File: src/sv/irc_message_tokenizer_core_defines.svh
// Assertion macros for the IRC message tokenizer.
// Used by irc_message_tokenizer_core; expects clk_i and rst_ni in scope.
`ifndef IRC_MESSAGE_TOKENIZER_CORE_DEFINES_SVH
`define IRC_MESSAGE_TOKENIZER_CORE_DEFINES_SVH

`ifndef SYNTHESIS
// Check a condition at every clock edge outside reset
`define IRC_ASSERT(lbl, cond, msg) \
  lbl: assert property (@(posedge clk_i) disable iff (!rst_ni) (cond)) else $error(msg);
// Check that a trigger implies a consequence in the same cycle
`define IRC_ASSERT_IMPL(lbl, trig, cons, msg) \
  lbl: assert property (@(posedge clk_i) disable iff (!rst_ni) (trig) |-> (cons)) \
    else $error(msg);
`else
`define IRC_ASSERT(lbl, cond, msg)
`define IRC_ASSERT_IMPL(lbl, trig, cons, msg)
`endif

`endif

File: src/sv/irc_pkg.sv
// Package for the IRC message tokenizer: types, codes and character constants.
// No dependencies.
`default_nettype none

package irc_pkg;

  // Argument limit and field widths
  localparam int unsigned ARG_LIMIT = 64;
  localparam int unsigned ArgIdxW   = 6;
  localparam int unsigned ArgCntW   = 7;

  // Characters of interest
  localparam logic [7:0] ChNul   = 8'h00;
  localparam logic [7:0] ChColon = 8'h3A;
  localparam logic [7:0] ChSpace = 8'h20;
  localparam logic [7:0] ChCr    = 8'h0D;
  localparam logic [7:0] ChLf    = 8'h0A;

  // Line parser phase
  typedef enum logic [2:0] {
    PhStart  = 3'd0,
    PhPrefix = 3'd1,
    PhSkip   = 3'd2,
    PhArgs   = 3'd3,
    PhDone   = 3'd4
  } phase_e;

  // Result kind codes
  typedef enum logic [2:0] {
    KindDrop   = 3'd0,
    KindOrigin = 3'd1,
    KindArg    = 3'd2,
    KindNewArg = 3'd3,
    KindDone   = 3'd4,
    KindError  = 3'd5
  } kind_e;

  // One result transaction
  typedef struct packed {
    kind_e               kind;
    logic [7:0]          out_byte;
    logic [ArgIdxW-1:0]  arg_index;
    logic                in_trailing;
    logic [ArgCntW-1:0]  arg_count;
    logic                arg_overflow;
  } result_t;

endpackage

`default_nettype wire

File: src/sv/irc_message_tokenizer_core.sv
// IRC message tokenizer: one character in, one result out per transaction.
// The input register feeds the result register through the parser logic.
// Throughput: one character per cycle; a stalled result register holds the input.
// Reset (rst_ni, async, active low) empties both registers and returns the
// parser to line start with argument index, trailing and overflow flags cleared.
`default_nettype none
`include "irc_message_tokenizer_core_defines.svh"

module irc_message_tokenizer_core
  import irc_pkg::*;
(
  input  wire logic               clk_i,
  input  wire logic               rst_ni,
  input  wire logic               in_valid_i,
  output logic                    in_stall_o,
  input  wire logic [7:0]         char_code_i,
  output logic                    out_valid_o,
  input  wire logic               out_stall_i,
  output logic [2:0]              kind_o,
  output logic [7:0]              out_byte_o,
  output logic [ArgIdxW-1:0]      arg_index_o,
  output logic                    in_trailing_o,
  output logic [ArgCntW-1:0]      arg_count_o,
  output logic                    arg_overflow_o
);

  // Input register
  logic       in_vld_q;
  logic [7:0] in_char_q;

  // Parser state
  phase_e             phase_q, phase_d;
  logic [ArgIdxW-1:0] cur_arg_q, cur_arg_d;
  logic               split_q, split_d;
  logic               trail_q, trail_d;
  logic               ovf_q, ovf_d;

  // Result register
  logic    out_vld_q;
  result_t res_q, res_d;

  logic move;
  logic in_take;

  // Advance when the result register is free or being drained
  assign move       = in_vld_q & (~out_vld_q | ~out_stall_i);
  assign in_stall_o = in_vld_q & ~move;
  assign in_take    = in_valid_i & ~in_stall_o;

  // Next state and result for the character in the input register
  always_comb begin
    logic               is_zero;
    logic               is_colon;
    logic               is_space;
    logic               is_crlf;
    logic               do_arg;
    logic [ArgCntW-1:0] cnt_plus;

    is_zero  = (in_char_q == ChNul);
    is_colon = (in_char_q == ChColon);
    is_space = (in_char_q == ChSpace);
    is_crlf  = (in_char_q == ChCr) || (in_char_q == ChLf);
    cnt_plus = {1'b0, cur_arg_q} + ArgCntW'(1);
    do_arg   = 1'b0;

    phase_d   = phase_q;
    cur_arg_d = cur_arg_q;
    split_d   = split_q;
    trail_d   = trail_q;
    ovf_d     = ovf_q;

    res_d           = '0;
    res_d.kind      = KindDrop;

    if (is_zero) begin
      case (phase_q)
        PhPrefix: res_d.kind = KindError;
        PhDone:   res_d.kind = KindDrop;
        default: begin
          res_d.kind      = KindDone;
          res_d.arg_count = cnt_plus;
        end
      endcase
    end else begin
      case (phase_q)
        PhStart: begin
          if (is_colon) begin
            phase_d = PhPrefix;
          end else begin
            do_arg = 1'b1;
          end
        end
        PhPrefix: begin
          if (is_space) begin
            phase_d = PhSkip;
          end else begin
            res_d.kind     = KindOrigin;
            res_d.out_byte = in_char_q;
          end
        end
        PhSkip: begin
          if (!is_space) begin
            do_arg = 1'b1;
          end
        end
        PhArgs: do_arg = 1'b1;
        default: res_d.kind = KindDrop;
      endcase
    end

    // Argument mode character handling
    if (do_arg) begin
      phase_d = PhArgs;
      if (!trail_q && split_q && is_colon) begin
        trail_d    = 1'b1;
        split_d    = 1'b0;
        res_d.kind = KindDrop;
      end else if (!trail_q && is_space) begin
        if (cnt_plus < ArgCntW'(ARG_LIMIT)) begin
          cur_arg_d = cnt_plus[ArgIdxW-1:0];
        end else begin
          ovf_d = 1'b1;
        end
        split_d    = 1'b1;
        res_d.kind = KindNewArg;
      end else if (is_crlf) begin
        res_d.arg_count = cnt_plus;
        phase_d         = PhDone;
        split_d         = 1'b0;
        res_d.kind      = KindDone;
      end else begin
        split_d        = 1'b0;
        res_d.kind     = KindArg;
        res_d.out_byte = in_char_q;
      end
    end

    // Report state after this character
    res_d.arg_index    = cur_arg_d;
    res_d.in_trailing  = trail_d;
    res_d.arg_overflow = ovf_d;

    // Clear for the next line at end of string
    if (is_zero) begin
      phase_d   = PhStart;
      cur_arg_d = '0;
      split_d   = 1'b0;
      trail_d   = 1'b0;
      ovf_d     = 1'b0;
    end
  end

  // Input register: valid bit
  always_ff @(posedge clk_i or negedge rst_ni) begin
    if (!rst_ni) begin
      in_vld_q <= 1'b0;
    end else if (in_take) begin
      in_vld_q <= 1'b1;
    end else if (move) begin
      in_vld_q <= 1'b0;
    end
  end

  // Input register: payload
  always_ff @(posedge clk_i) begin
    if (in_take) begin
      in_char_q <= char_code_i;
    end
  end

  // Parser state register
  always_ff @(posedge clk_i or negedge rst_ni) begin
    if (!rst_ni) begin
      phase_q   <= PhStart;
      cur_arg_q <= '0;
      split_q   <= 1'b0;
      trail_q   <= 1'b0;
      ovf_q     <= 1'b0;
    end else if (move) begin
      phase_q   <= phase_d;
      cur_arg_q <= cur_arg_d;
      split_q   <= split_d;
      trail_q   <= trail_d;
      ovf_q     <= ovf_d;
    end
  end

  // Result register: valid bit
  always_ff @(posedge clk_i or negedge rst_ni) begin
    if (!rst_ni) begin
      out_vld_q <= 1'b0;
    end else if (move) begin
      out_vld_q <= 1'b1;
    end else if (!out_stall_i) begin
      out_vld_q <= 1'b0;
    end
  end

  // Result register: payload
  always_ff @(posedge clk_i) begin
    if (move) begin
      res_q <= res_d;
    end
  end

  // Drive outputs
  assign out_valid_o    = out_vld_q;
  assign kind_o         = res_q.kind;
  assign out_byte_o     = res_q.out_byte;
  assign arg_index_o    = res_q.arg_index;
  assign in_trailing_o  = res_q.in_trailing;
  assign arg_count_o    = res_q.arg_count;
  assign arg_overflow_o = res_q.arg_overflow;

  // Assertions
  `IRC_ASSERT_IMPL(a_count_with_done, out_vld_q,
    ((res_q.kind == KindDone) == (res_q.arg_count != '0)), "arg_count set without line complete")
  `IRC_ASSERT_IMPL(a_byte_only_data, out_vld_q && res_q.kind != KindOrigin && res_q.kind != KindArg,
    res_q.out_byte == 8'h00, "byte carried on non-data kind")
  `IRC_ASSERT_IMPL(a_prefix_clean, phase_q == PhPrefix,
    cur_arg_q == '0 && !trail_q && !ovf_q, "argument state set inside prefix")
  `IRC_ASSERT_IMPL(a_trail_phase, trail_q,
    phase_q == PhArgs || phase_q == PhDone, "trailing mode outside argument phase")

endmodule

`default_nettype wire

File: config.mk
export PLATFORM = sky130hd
export DESIGN_NAME = irc_message_tokenizer_core
export DESIGN_NICKNAME = d
export VERILOG_FILES = /design/src/sv/irc_pkg.sv /design/src/sv/irc_message_tokenizer_core.sv
export VERILOG_INCLUDE_DIRS = /design/src /design/src/sv
export SDC_FILE = /design/constraint.sdc
export NUM_CORES = 1
export LEC_CHECK = 0
export ABC_AREA = 1
export BUFFER_PORTS_ARGS = -buffer_cell sky130_fd_sc_hd__buf_4
export CAP_MARGIN = 20
export CORE_AREA = 2 2 71 73
export CTS_CLUSTER_SIZE = 16
export DETAILED_ROUTE_END_ITERATION = 7
export DIE_AREA = 0 0 73 75
export PLACE_DENSITY = 0.74
export SYNTH_ARGS = -nofsm -noshare
export SYNTH_HDL_FRONTEND = slang
export SYNTH_SLANG_ARGS = --single-unit
File: constraint.sdc
create_clock -name clk_i -period 2.7 [get_ports clk_i]
set_clock_uncertainty 0.15 [all_clocks]
set_input_delay 0.54 -clock clk_i [delete_from_list [all_inputs] [get_ports clk_i]]
set_output_delay 0.54 -clock clk_i [all_outputs]
set_load 0.03 [all_outputs]
==> flow_metrics.env, run 1 <==
export IMPL_synth_area_top_cells="edfxtp_1, dfrtp_1, nand2_1, inv_1, nor2_1"
export IMPL_synth_cell_types=27
export IMPL_peakVddDrop_mv=0.378
export IMPL_finalCriticalPeriod_ns=2.05
export IMPL_drc=0
export IMPL_io_buffers=39
export IMPL_slew_headroom=0.731
export IMPL_synth_warnings=0
export IMPL_startpoint_type="flip-flop"
export IMPL_r2r_setup_slack_ns=0.65
export IMPL_routabilityCongestion=0.893
export IMPL_syn_avg_cell_area_sq_um=9.41
export IMPL_dieWidth_um=73
export IMPL_cts_tree="done"
export IMPL_synth_top_area_cell="edfxtp_1"
export IMPL_ctsResizeCount=0
export IMPL_cts_setup_buffers=0
export IMPL_p_int_uw=1420
export IMPL_holdPathStages=1
export IMPL_grt_busiest_layer="met2"
export IMPL_final_cell_area_sq_mm=0.00276
export IMPL_start_util=0.491
export IMPL_grt_overflow=0
export IMPL_power_switching_uw=804
export IMPL_drt_initial_drc_count=108
export IMPL_setup_tns_ns=0
export IMPL_leakage_uw=0.00128
export IMPL_ctsHtreeMaxLevel=2
export IMPL_worst_ep_arrival_time_ns=1.96
export IMPL_hold_class="primary input to flip-flop"
export IMPL_antenna_found_initial=0
export IMPL_hold_buffers=1
export IMPL_place_area_sq_mm=0.00266
export IMPL_grt_pass1_vias=1424
export IMPL_p_comb_frac=0.352
export IMPL_design_portCount=40
export IMPL_status="finished, final reports clean"
export IMPL_post_drt_wl_per_cell_um=11.5
export IMPL_grt_use_total=0.158
export IMPL_syn_nets=256
export IMPL_min_to="in_char_q[2]"
export IMPL_ant_nets=0
export IMPL_grt_max_degree=17
export IMPL_ys_seq_elements=48
export IMPL_grt_pass1_wl_mm=6.55
export IMPL_p_seq_frac=0.455
export IMPL_root_buffer="clkbuf_8"
export IMPL_finalHoldViolCount=0
export IMPL_clock_fmax_mhz=488
export IMPL_grtUsageMet2=0.228
export IMPL_hp_start="char_code_i[2]"
export IMPL_core_area_sq_mm=0.00466
export IMPL_reg2reg_depth=11
export IMPL_cts_max_path_buffers=2
export IMPL_hold_ws_ns=0.262
export IMPL_clockPowerShare=0.193
export IMPL_areaGrowthSynthToFinish_pct=20.8
export IMPL_worstSetupPathType="flip-flop to flip-flop"
export IMPL_dieArea_sq_mm=0.00548
export IMPL_pwr_density_cell_mw_per_mm2=806
export IMPL_grt_util_met1=0.227
export IMPL_place_hpwl_mm=2.98
export IMPL_cts_buffers=5
export IMPL_ys_seq_area_frac=0.600
export IMPL_netlist_area_sq_mm=0.00229
export IMPL_gr_usage_met3=0.0428
export IMPL_clk_latency_ns=0.30
export IMPL_die_h_um=75
export IMPL_tightestPinTransition_ns=0.402
export IMPL_nets=306
export IMPL_wl_mm=3.99
export IMPL_clock_sinks=48
export IMPL_antenna_cells=0
export IMPL_timing_rr_start="in_char_q[4]"
export IMPL_synth_top_cell_area_share=0.446
export IMPL_crit_path_max_fanout=16
export IMPL_drt_pass1_iter_count=4
export IMPL_via_count=1711
export IMPL_rows=25
export IMPL_routed_via_density=4.92
export IMPL_r2r_end="arg_index_o[4]"
export IMPL_synth_cells=243
export IMPL_drive_above_1_share=0.235
export IMPL_finalSetupViolations=0
export IMPL_maxSlewViolCount=0
export IMPL_required_ns=2.61
export IMPL_maxCapViolations=0
export IMPL_rsz0062_at_grt="no"
export IMPL_end_kind="flip-flop"
export IMPL_cts_clk_slew_worst_paths_ns=0.08
export IMPL_switching_share=0.361
export IMPL_fin_crit_sh=0.760
==> cell usage in the layout (no fill, tap or decap) <==
cell / instances
nand2_1: 75
buf_4: 44
edfxtp_1: 34
inv_1: 33
nor2_1: 21
dfrtp_1: 14
nand3_1: 10
o21ai_0: 9
nand2_2: 7
clkbuf_8: 6
nor3_1: 5
o31ai_1: 5
nor2_2: 4
nand4_1: 4
and2_1: 3
inv_2: 2
nand3_2: 2
o21ai_1: 2
xor2_1: 2
o21ai_2: 2
clkbuf_1: 2
nor2_4: 1
xnor2_1: 1
nand2_4: 1
a21boi_1: 1
a21boi_0: 1
nand3b_1: 1
ha_1: 1
dlygate4sd3_1: 1
==> power groups by stage <==
stage	Clock, uW	Sequential, uW	Combinational (uW)
after global routing	471	1030	876
after global placement	0	1030	777
after floorplan	0	1170	472
after CTS	446	1010	790
final	429	1010	783
after detailed placement	0	1030	787
==> per-stage QoR <==
step | power (uW) | setup slack, ns | utilization | cells
global placement | 1810 | 0.690 | 0.571 | 339
floorplan | 1640 | 0.223 | - | 243
detailed placement | 1820 | 0.669 | 0.571 | 339
finish | 2230 | 0.649 | 0.593 | 348
global route | 2380 | 0.474 | 0.593 | 348
CTS | 2250 | 0.647 | 0.593 | 348
==> how the worst max path moves through the flow <==
stage,slack [ns],cells past startpoint,end,from
2_1_floorplan,0.22,7,cur_arg_q[1],out_stall_i
3_3_place_gp,0.69,11,arg_index_o[4],in_char_q[4]
3_5_place_dp,0.67,11,arg_index_o[4],in_char_q[4]
4_1_cts,0.65,11,arg_index_o[4],in_char_q[4]
5_1_grt,0.47,11,arg_index_o[4],in_char_q[2]
6_report,0.65,11,arg_index_o[4],in_char_q[4]
==> cells by family (layout without fill, tap and decap cells) <==
group | count (synthesis) | in the layout | synth area share
AO/OA/AOI/OAI | 20 | 20 | 0.0547
XOR/XNOR | 3 | 3 | 0.0115
adder cells (fa/ha/maj) | 1 | 1 | 0.00547
buffers and inverters | 37 | 88 | 0.0684
flip-flops | 48 | 48 | 0.600
AND/OR/NAND/NOR | 134 | 134 | 0.260
==> critical path: stages (launching register included) <==
cell	delay, ns
edfxtp_1	0.43
inv_1	0.10
nand2_1	0.06
nor2_2	0.17
nand2_2	0.09
nand2_1	0.10
nand3_2	0.12
nand2_4	0.20
inv_1	0.08
nand2_1	0.10
nand2_1	0.08
and2_1	0.14
==> cell usage after synthesis, drive strengths merged <==
library cell / instances
nand2: 83
inv: 35
edfxtp: 34
nor2: 26
dfrtp: 14
o21ai: 13
nand3: 12
nor3: 5
o31ai: 5
nand4: 4
and2: 3
a21boi: 2
buf: 2
xor2: 2
ha: 1
nand3b: 1
xnor2: 1
==> layer usage <==
layer / wire (um) / part of all wire
met1: 1880 / 0.47
met2: 1830 / 0.46
met3: 243 / 0.061
met4: 42 / 0.011
met5: 0 / 0
==> layout make-up <==
type	count	area, sq um
Tap cell	54	67.6
Multi-Input combinational cell	158	762
Fill cell	393	1900
Clock buffer	8	90.1
Timing Repair Buffer	45	340
Sequential cell	48	1370
Inverter	35	131
==> state kept, by name, indices dropped and copies added (netlist names) <==
name,cells
cur_arg_q,6
out_valid_o,1
arg_index_o,6
trail_q,1
arg_count_o,7
arg_overflow_o,1
phase_q,3
in_trailing_o,1
in_char_q,8
ovf_q,1
in_vld_q,1
out_byte_o,8
kind_o,3
split_q,1
Power figures use the tool's default switching activity.
==> run 2, diff against run 1 <==
--- a/config.mk
+++ b/config.mk
@@ -6,14 +6,14 @@
 export SDC_FILE = /design/constraint.sdc
 export NUM_CORES = 1
 export LEC_CHECK = 0
-export ABC_AREA = 1
+export ABC_AREA = 0
 export BUFFER_PORTS_ARGS = -buffer_cell sky130_fd_sc_hd__buf_4
 export CAP_MARGIN = 20
-export CORE_AREA = 2 2 71 73
+export CORE_AREA = 2 2 68 70
 export CTS_CLUSTER_SIZE = 16
 export DETAILED_ROUTE_END_ITERATION = 7
-export DIE_AREA = 0 0 73 75
-export PLACE_DENSITY = 0.74
+export DIE_AREA = 0 0 70 72
+export PLACE_DENSITY = 0.77
 export SYNTH_ARGS = -nofsm -noshare
 export SYNTH_HDL_FRONTEND = slang
 export SYNTH_SLANG_ARGS = --single-unit
==> constraint.sdc (replaced) <==
create_clock -name clk_i -period 2 [get_ports clk_i]
set_clock_uncertainty 0.15 [all_clocks]
set_input_delay 0.4 -clock clk_i [delete_from_list [all_inputs] [get_ports clk_i]]
set_output_delay 0.4 -clock clk_i [all_outputs]
set_load 0.03 [all_outputs]
==> run 2 against run 1 <==
  * Total power rose by 12%
  * Synthesized area is 0.98% higher
  * Register-to-register slack got worse by 0.95 ns
  * Critical path depth decreased by 7
  * Combinational power fell by 7.5%
  * Wire length rose by 50%
  * Sequential share of layout area is 8.3 points lower
  * Worst hold slack got worse by 0.13 ns
  * The flow now finishes with violations (setup timing)
  * Cell count shrank 2.6%
  * Non-clock buffer count up 45
  * Clock-buffer cell count down 1
  * Design area increased by 20%
==> flow_metrics.env, run 2 <==
export IMPL_hp_start="char_code_i[3]"
export IMPL_pwr_density_cell_mw_per_mm2=750
export IMPL_status="finished with violations"
export IMPL_startpoint_type="flip-flop"
export IMPL_drt_pass1_iter_count=4
export IMPL_rows=24
export IMPL_clk_latency_ns=0.30
export IMPL_synth_area_top_cells="edfxtp_1, dfrtp_1, xnor2_1, nor2_1, mux2i_1"
export IMPL_ys_seq_area_frac=0.594
export IMPL_synthTopCellsByCount="edfxtp_1, dfrtp_1, nor2_1"
export IMPL_crit_path_start="in_char_q[2]"
export IMPL_drt_initial_drc_count=193
export IMPL_synth_top_area_cell="edfxtp_1"
export IMPL_maxCapViolations=0
export IMPL_synth_enable_flop_cells=34
export IMPL_antenna_cells=0
export IMPL_ctsHtreeMaxLevel=2
export IMPL_finalSetupViolations=31
export IMPL_root_buffer="clkbuf_8"
export IMPL_yosysMostFrequentCell="edfxtp_1"
export IMPL_synth_cell_types=49
export IMPL_ant_nets=0
export IMPL_worstSetupPathType="flip-flop to flip-flop"
export IMPL_worst_ep_arrival_time_ns=2.22
export IMPL_reg2reg_depth=4
export IMPL_clock_sinks=48
export IMPL_io_buffers=39
export IMPL_fin_crit_sh=1.15
export IMPL_finalCriticalPeriod_ns=2.30
export IMPL_synthArstFlopShare=0.292
export IMPL_ys_flop_type="edfxtp_1"
export IMPL_setup_tns_ns=-5.05
export IMPL_finalHoldViolCount=0
export IMPL_grt_use_total=0.239
export IMPL_drc=0
export IMPL_routabilityCongestion=0.885
export IMPL_maxSlewViolCount=0
export IMPL_p_total_uw=2490
export IMPL_cts_max_path_buffers=2
export IMPL_grt_pass1_vias=1938
export IMPL_core_area_sq_mm=0.00426
export IMPL_grt_pass1_wl_mm=9.29
export IMPL_worst_slack_ns=-0.300
export IMPL_dp_cells=325
export IMPL_grt_max_degree=27
export IMPL_most_common_layout_cells="buf_4, edfxtp_1, dfrtp_1"
export IMPL_clock_fmax_mhz=435
export IMPL_crit_path_max_fanout=4
export IMPL_cts_tree="done"
export IMPL_areaGrowthSynthToFinish_pct=43.6
export IMPL_dieArea_sq_mm=0.00504
export IMPL_place_hpwl_mm=3.81
export IMPL_cts_clk_slew_worst_paths_ns=0.09
export IMPL_violations="setup timing"
export IMPL_routed_via_density=5.85
export IMPL_tightestPinTransition_ns=0.424
export IMPL_synth_top_cell_area_share=0.442
export IMPL_grt_overflow=0
export IMPL_dieWidth_um=70
export IMPL_required_ns=1.92
export IMPL_drive_above_1_share=0.443
export IMPL_via_count=1984
export IMPL_fin_cells=339
export IMPL_hold_class="primary input to flip-flop"
export IMPL_wl_mm=5.99
export IMPL_final_common_cell="buf_4"
export IMPL_netlist_area_sq_mm=0.00231
export IMPL_slew_headroom=0.716
export IMPL_syn_avg_cell_area_sq_um=11.7
export IMPL_ys_seq_elements=48
export IMPL_synth_cells=198
export IMPL_end_kind="flip-flop"
export IMPL_leakage_uw=0.00135
export IMPL_syn_nets=211
export IMPL_post_drt_wl_per_cell_um=17.7
export IMPL_timing_rr_start="in_char_q[2]"
export IMPL_start_util=0.542
export IMPL_die_h_um=72
export IMPL_cts_buffers=5
export IMPL_nets=299
export IMPL_antenna_found_initial=0
export IMPL_rsz0062_at_grt="yes"
export IMPL_peakVddDrop_mv=0.521
export IMPL_synth_warnings=0
export IMPL_design_portCount=40
export IMPL_holdPathStages=1
==> run 2: changes by cell type after synthesis, moves of 7 or more <==
cell	before	now
xnor2_1	1	8
inv_1	33	7
nor2_1	22	14
nand2_2	7	0
nand2_1	75	12
a21oi_1	0	9
==> run 2: stage by stage <==
step                cell area, sq um  utilization  worst slack [ns]  hold slack [ns]
finish                          3320        0.778            -0.300            0.129
global route                    3320        0.778            -0.353            0.116
CTS                             3190        0.749            -0.263            0.123
detailed placement              2980        0.698            -0.306            0.112
global placement                2980        0.698            -0.283            0.111
floorplan                       2330            -            -0.316          -0.0456
==> run 2: timing repair <==
action	4_1_cts	5_1_grt
resized for setup	19	22
buffers inserted	2	3
endpoints found under the setup margin	36	36
hold buffers	1	0
pin swaps	6	11
hold endpoints to repair	14	0
==> run 2: final timing paths <==
kind                                        to  slack, ns
min in group asynchronous         cur_arg_q[5]       0.32
worst min register to register     out_valid_o       0.34
worst min-delay path              in_char_q[3]       0.13
worst max register to register  arg_index_o[5]      -0.30
worst max-delay path            arg_index_o[5]      -0.30
max in group asynchronous           phase_q[1]       1.19
==> run 2: power breakdown <==
group | switching (uW) | total, uW | leakage (uW) | internal (uW)
registers | 38.9 | 1200 | 0.000487 | 1160
clock network | 315 | 561 | 0.0000422 | 246
logic | 421 | 724 | 0.000822 | 304
total | 774 | 2490 | 0.00135 | 1710
==> run 2: critical path: stages (launching register included) <==
cell and delay, ns:
edfxtp_1 0.42, or4_4 0.54, or4_4 0.54, nand4_1 0.12, mux2_4 0.31
==> run 2: logic make-up after synthesis <==
family | Yosys count | synth area share
AO/OA/AOI/OAI | 37 | 0.112
XOR/XNOR | 8 | 0.0303
adder cells (fa/ha/maj) | 1 | 0.00542
buffers and inverters | 16 | 0.0303
flip-flops | 48 | 0.594
multiplexers | 8 | 0.0363
AND/OR/NAND/NOR | 80 | 0.192
==> run 2: cell type report <==
type                    count  area, sq um
clock inverters             1         5.00
fillers                   259          948
flip-flops and latches     48         1370
inverters                   7         26.3
well taps                  52         65.1
repair buffers             90          708
clock buffers               7         76.3
multi-input cells         134         1060
==> run 2: per-layer routing <==
metal	track usage	vias up	routed length, um
met4	0.0791	0	165
li1	-	909	-
met3	0.0556	19	270
met1	0.287	987	2360
met2	0.429	69	3190
met5	0	-	0
==> run 3, diff against run 2 <==
--- a/config.mk
+++ b/config.mk
@@ -14,6 +14,8 @@
 export DETAILED_ROUTE_END_ITERATION = 7
 export DIE_AREA = 0 0 70 72
 export PLACE_DENSITY = 0.77
+export RECOVER_POWER = 100
+export SLEW_MARGIN = 20
 export SYNTH_ARGS = -nofsm -noshare
 export SYNTH_HDL_FRONTEND = slang
 export SYNTH_SLANG_ARGS = --single-unit
==> run 3 against run 2 <==
  * The run still ends with setup timing left
  * First-iteration DRC count up 13%
  * Sequential share of layout area up 1.5 points
  * Combinational power down 5.5%
  * Register-to-register slack about the same
  * Critical path depth unchanged
  * Largest cell class unchanged
  * Clock-buffer cell count unchanged
==> flow_metrics.env, run 3 (same netlist as run 2, synthesis figures left out) <==
export IMPL_violations="setup timing"
export IMPL_clock_sinks=48
export IMPL_drc=0
export IMPL_grt_use_total=0.239
export IMPL_worst_ep_arrival_time_ns=2.22
export IMPL_crit_path_max_fanout=4
export IMPL_design_portCount=40
export IMPL_reg2reg_depth=4
export IMPL_place_hpwl_mm=3.81
export IMPL_maxCapViolations=0
export IMPL_routed_via_density=5.87
export IMPL_antenna_cells=0
export IMPL_io_buffers=39
export IMPL_pwr_density_cell_mw_per_mm2=764
export IMPL_startpoint_type="flip-flop"
export IMPL_finalCriticalPeriod_ns=2.30
export IMPL_dpl_worst_slack_ns=-0.306
export IMPL_maxSlewViolCount=0
export IMPL_root_buffer="clkbuf_8"
export IMPL_fin_crit_sh=1.15
export IMPL_rsz0062_at_grt="yes"
export IMPL_status="finished with violations"
export IMPL_finalSetupViolations=31
export IMPL_core_area_sq_mm=0.00426
export IMPL_die_h_um=72
export IMPL_clock_fmax_mhz=435
export IMPL_fin_cells=339
export IMPL_grt_overflow=0
export IMPL_worstSetupPathType="flip-flop to flip-flop"
export IMPL_hold_ws_ns=0.135
export IMPL_required_ns=1.91
export IMPL_cts_buffers=5
export IMPL_routabilityCongestion=0.885
export IMPL_holdPathStages=2
export IMPL_areaGrowthSynthToFinish_pct=38.6
export IMPL_drt_pass1_iter_count=5
export IMPL_worst_slack_ns=-0.300
export IMPL_rows=24
export IMPL_drt_initial_drc_count=219
export IMPL_dieWidth_um=70
export IMPL_final_common_cell="buf_4"
export IMPL_hold_class="primary input to flip-flop"
export IMPL_clk_latency_ns=0.30
export IMPL_peakVddDrop_mv=0.519
export IMPL_via_count=1990
export IMPL_most_common_layout_cells="buf_4, edfxtp_1, clkbuf_1"
export IMPL_finalHoldViolCount=0
export IMPL_cts_clk_slew_worst_paths_ns=0.09
export IMPL_leakage_uw=0.00124
export IMPL_wl_mm=6.00
export IMPL_tightestPinTransition_ns=0.869
export IMPL_cts_max_path_buffers=2
export IMPL_post_drt_wl_per_cell_um=17.7
export IMPL_dieArea_sq_mm=0.00504
export IMPL_antenna_found_initial=0
export IMPL_ant_nets=0
export IMPL_setup_tns_ns=-5.15
export IMPL_nets=299
export IMPL_ctsHtreeMaxLevel=2
export IMPL_p_total_uw=2440
export IMPL_drive_above_1_share=0.338
export IMPL_grt_max_degree=27
export IMPL_slew_headroom=0.420
export IMPL_grt_pass1_vias=1938
export IMPL_cts_tree="done"
export IMPL_grt_pass1_wl_mm=9.29
export IMPL_dp_cells=325
export IMPL_start_util=0.542
export IMPL_end_kind="flip-flop"
[run 3: cell types whose count changed in the layout (fill, tap and decap cells not counted), sizes merged]
cell / previous run / this run
buf: 89 / 49
clkbuf: 7 / 47
[run 3: power breakdown]
group	switching (uW)	internal, uW
Clock	313	246
Combinational	421	263
Sequential	37.6	1160
Total	772	1670
[run 3: final timing paths]
| path | slack (ns) | startpoint | endpoint |
|---|---|---|---|
| max | -0.30 | in_char_q[2] | arg_index_o[5] |
| min | 0.13 | in_valid_i | in_vld_q |
| max reg2reg | -0.30 | in_char_q[2] | arg_index_o[5] |
| min reg2reg | 0.34 | in_vld_q | out_valid_o |
| max in group asynchronous | 0.59 | rst_ni | phase_q[1] |
| min in group asynchronous | 0.56 | rst_ni | out_valid_o |
[run 3: worst max-delay path: stages, from the launching register on]
cell and delay, ns:
edfxtp_1 0.42, or4_4 0.55, or4_4 0.54, nand4_1 0.12, mux2_4 0.31
[run 3: routing by layer]
metal	vias up	share of wire	global-route usage
met2	81	0.52	0.429
met4	0	0.032	0.0791
met1	979	0.38	0.287
met3	22	0.061	0.0556
met5	-	0	0
li1	908	-	-
[run 3: what timing repair did]
item                                    CTS  global route
hold buffers                              1             0
cloned                                    0             0
resized for setup                        19            22
buffers inserted                          2             3
endpoints found under the setup margin   36            36
endpoints found under the hold margin    14             0
pin swaps                                 6            11
[run 3: area by class of cell]
type	instances	area, sq um
Tap cell	52	65.1
Clock inverter	1	5.00
Clock buffer	7	76.3
Fill cell	304	1060
Sequential cell	48	1370
Multi-Input combinational cell	134	1060
Timing Repair Buffer	90	593
Inverter	7	26.3
[run 3: metrics by stage]
step	utilization	cell area (sq um)
after floorplan	-	2330
after global placement	0.698	2980
after detailed placement	0.698	2980
after CTS	0.749	3190
after global routing	0.751	3200
final	0.751	3200
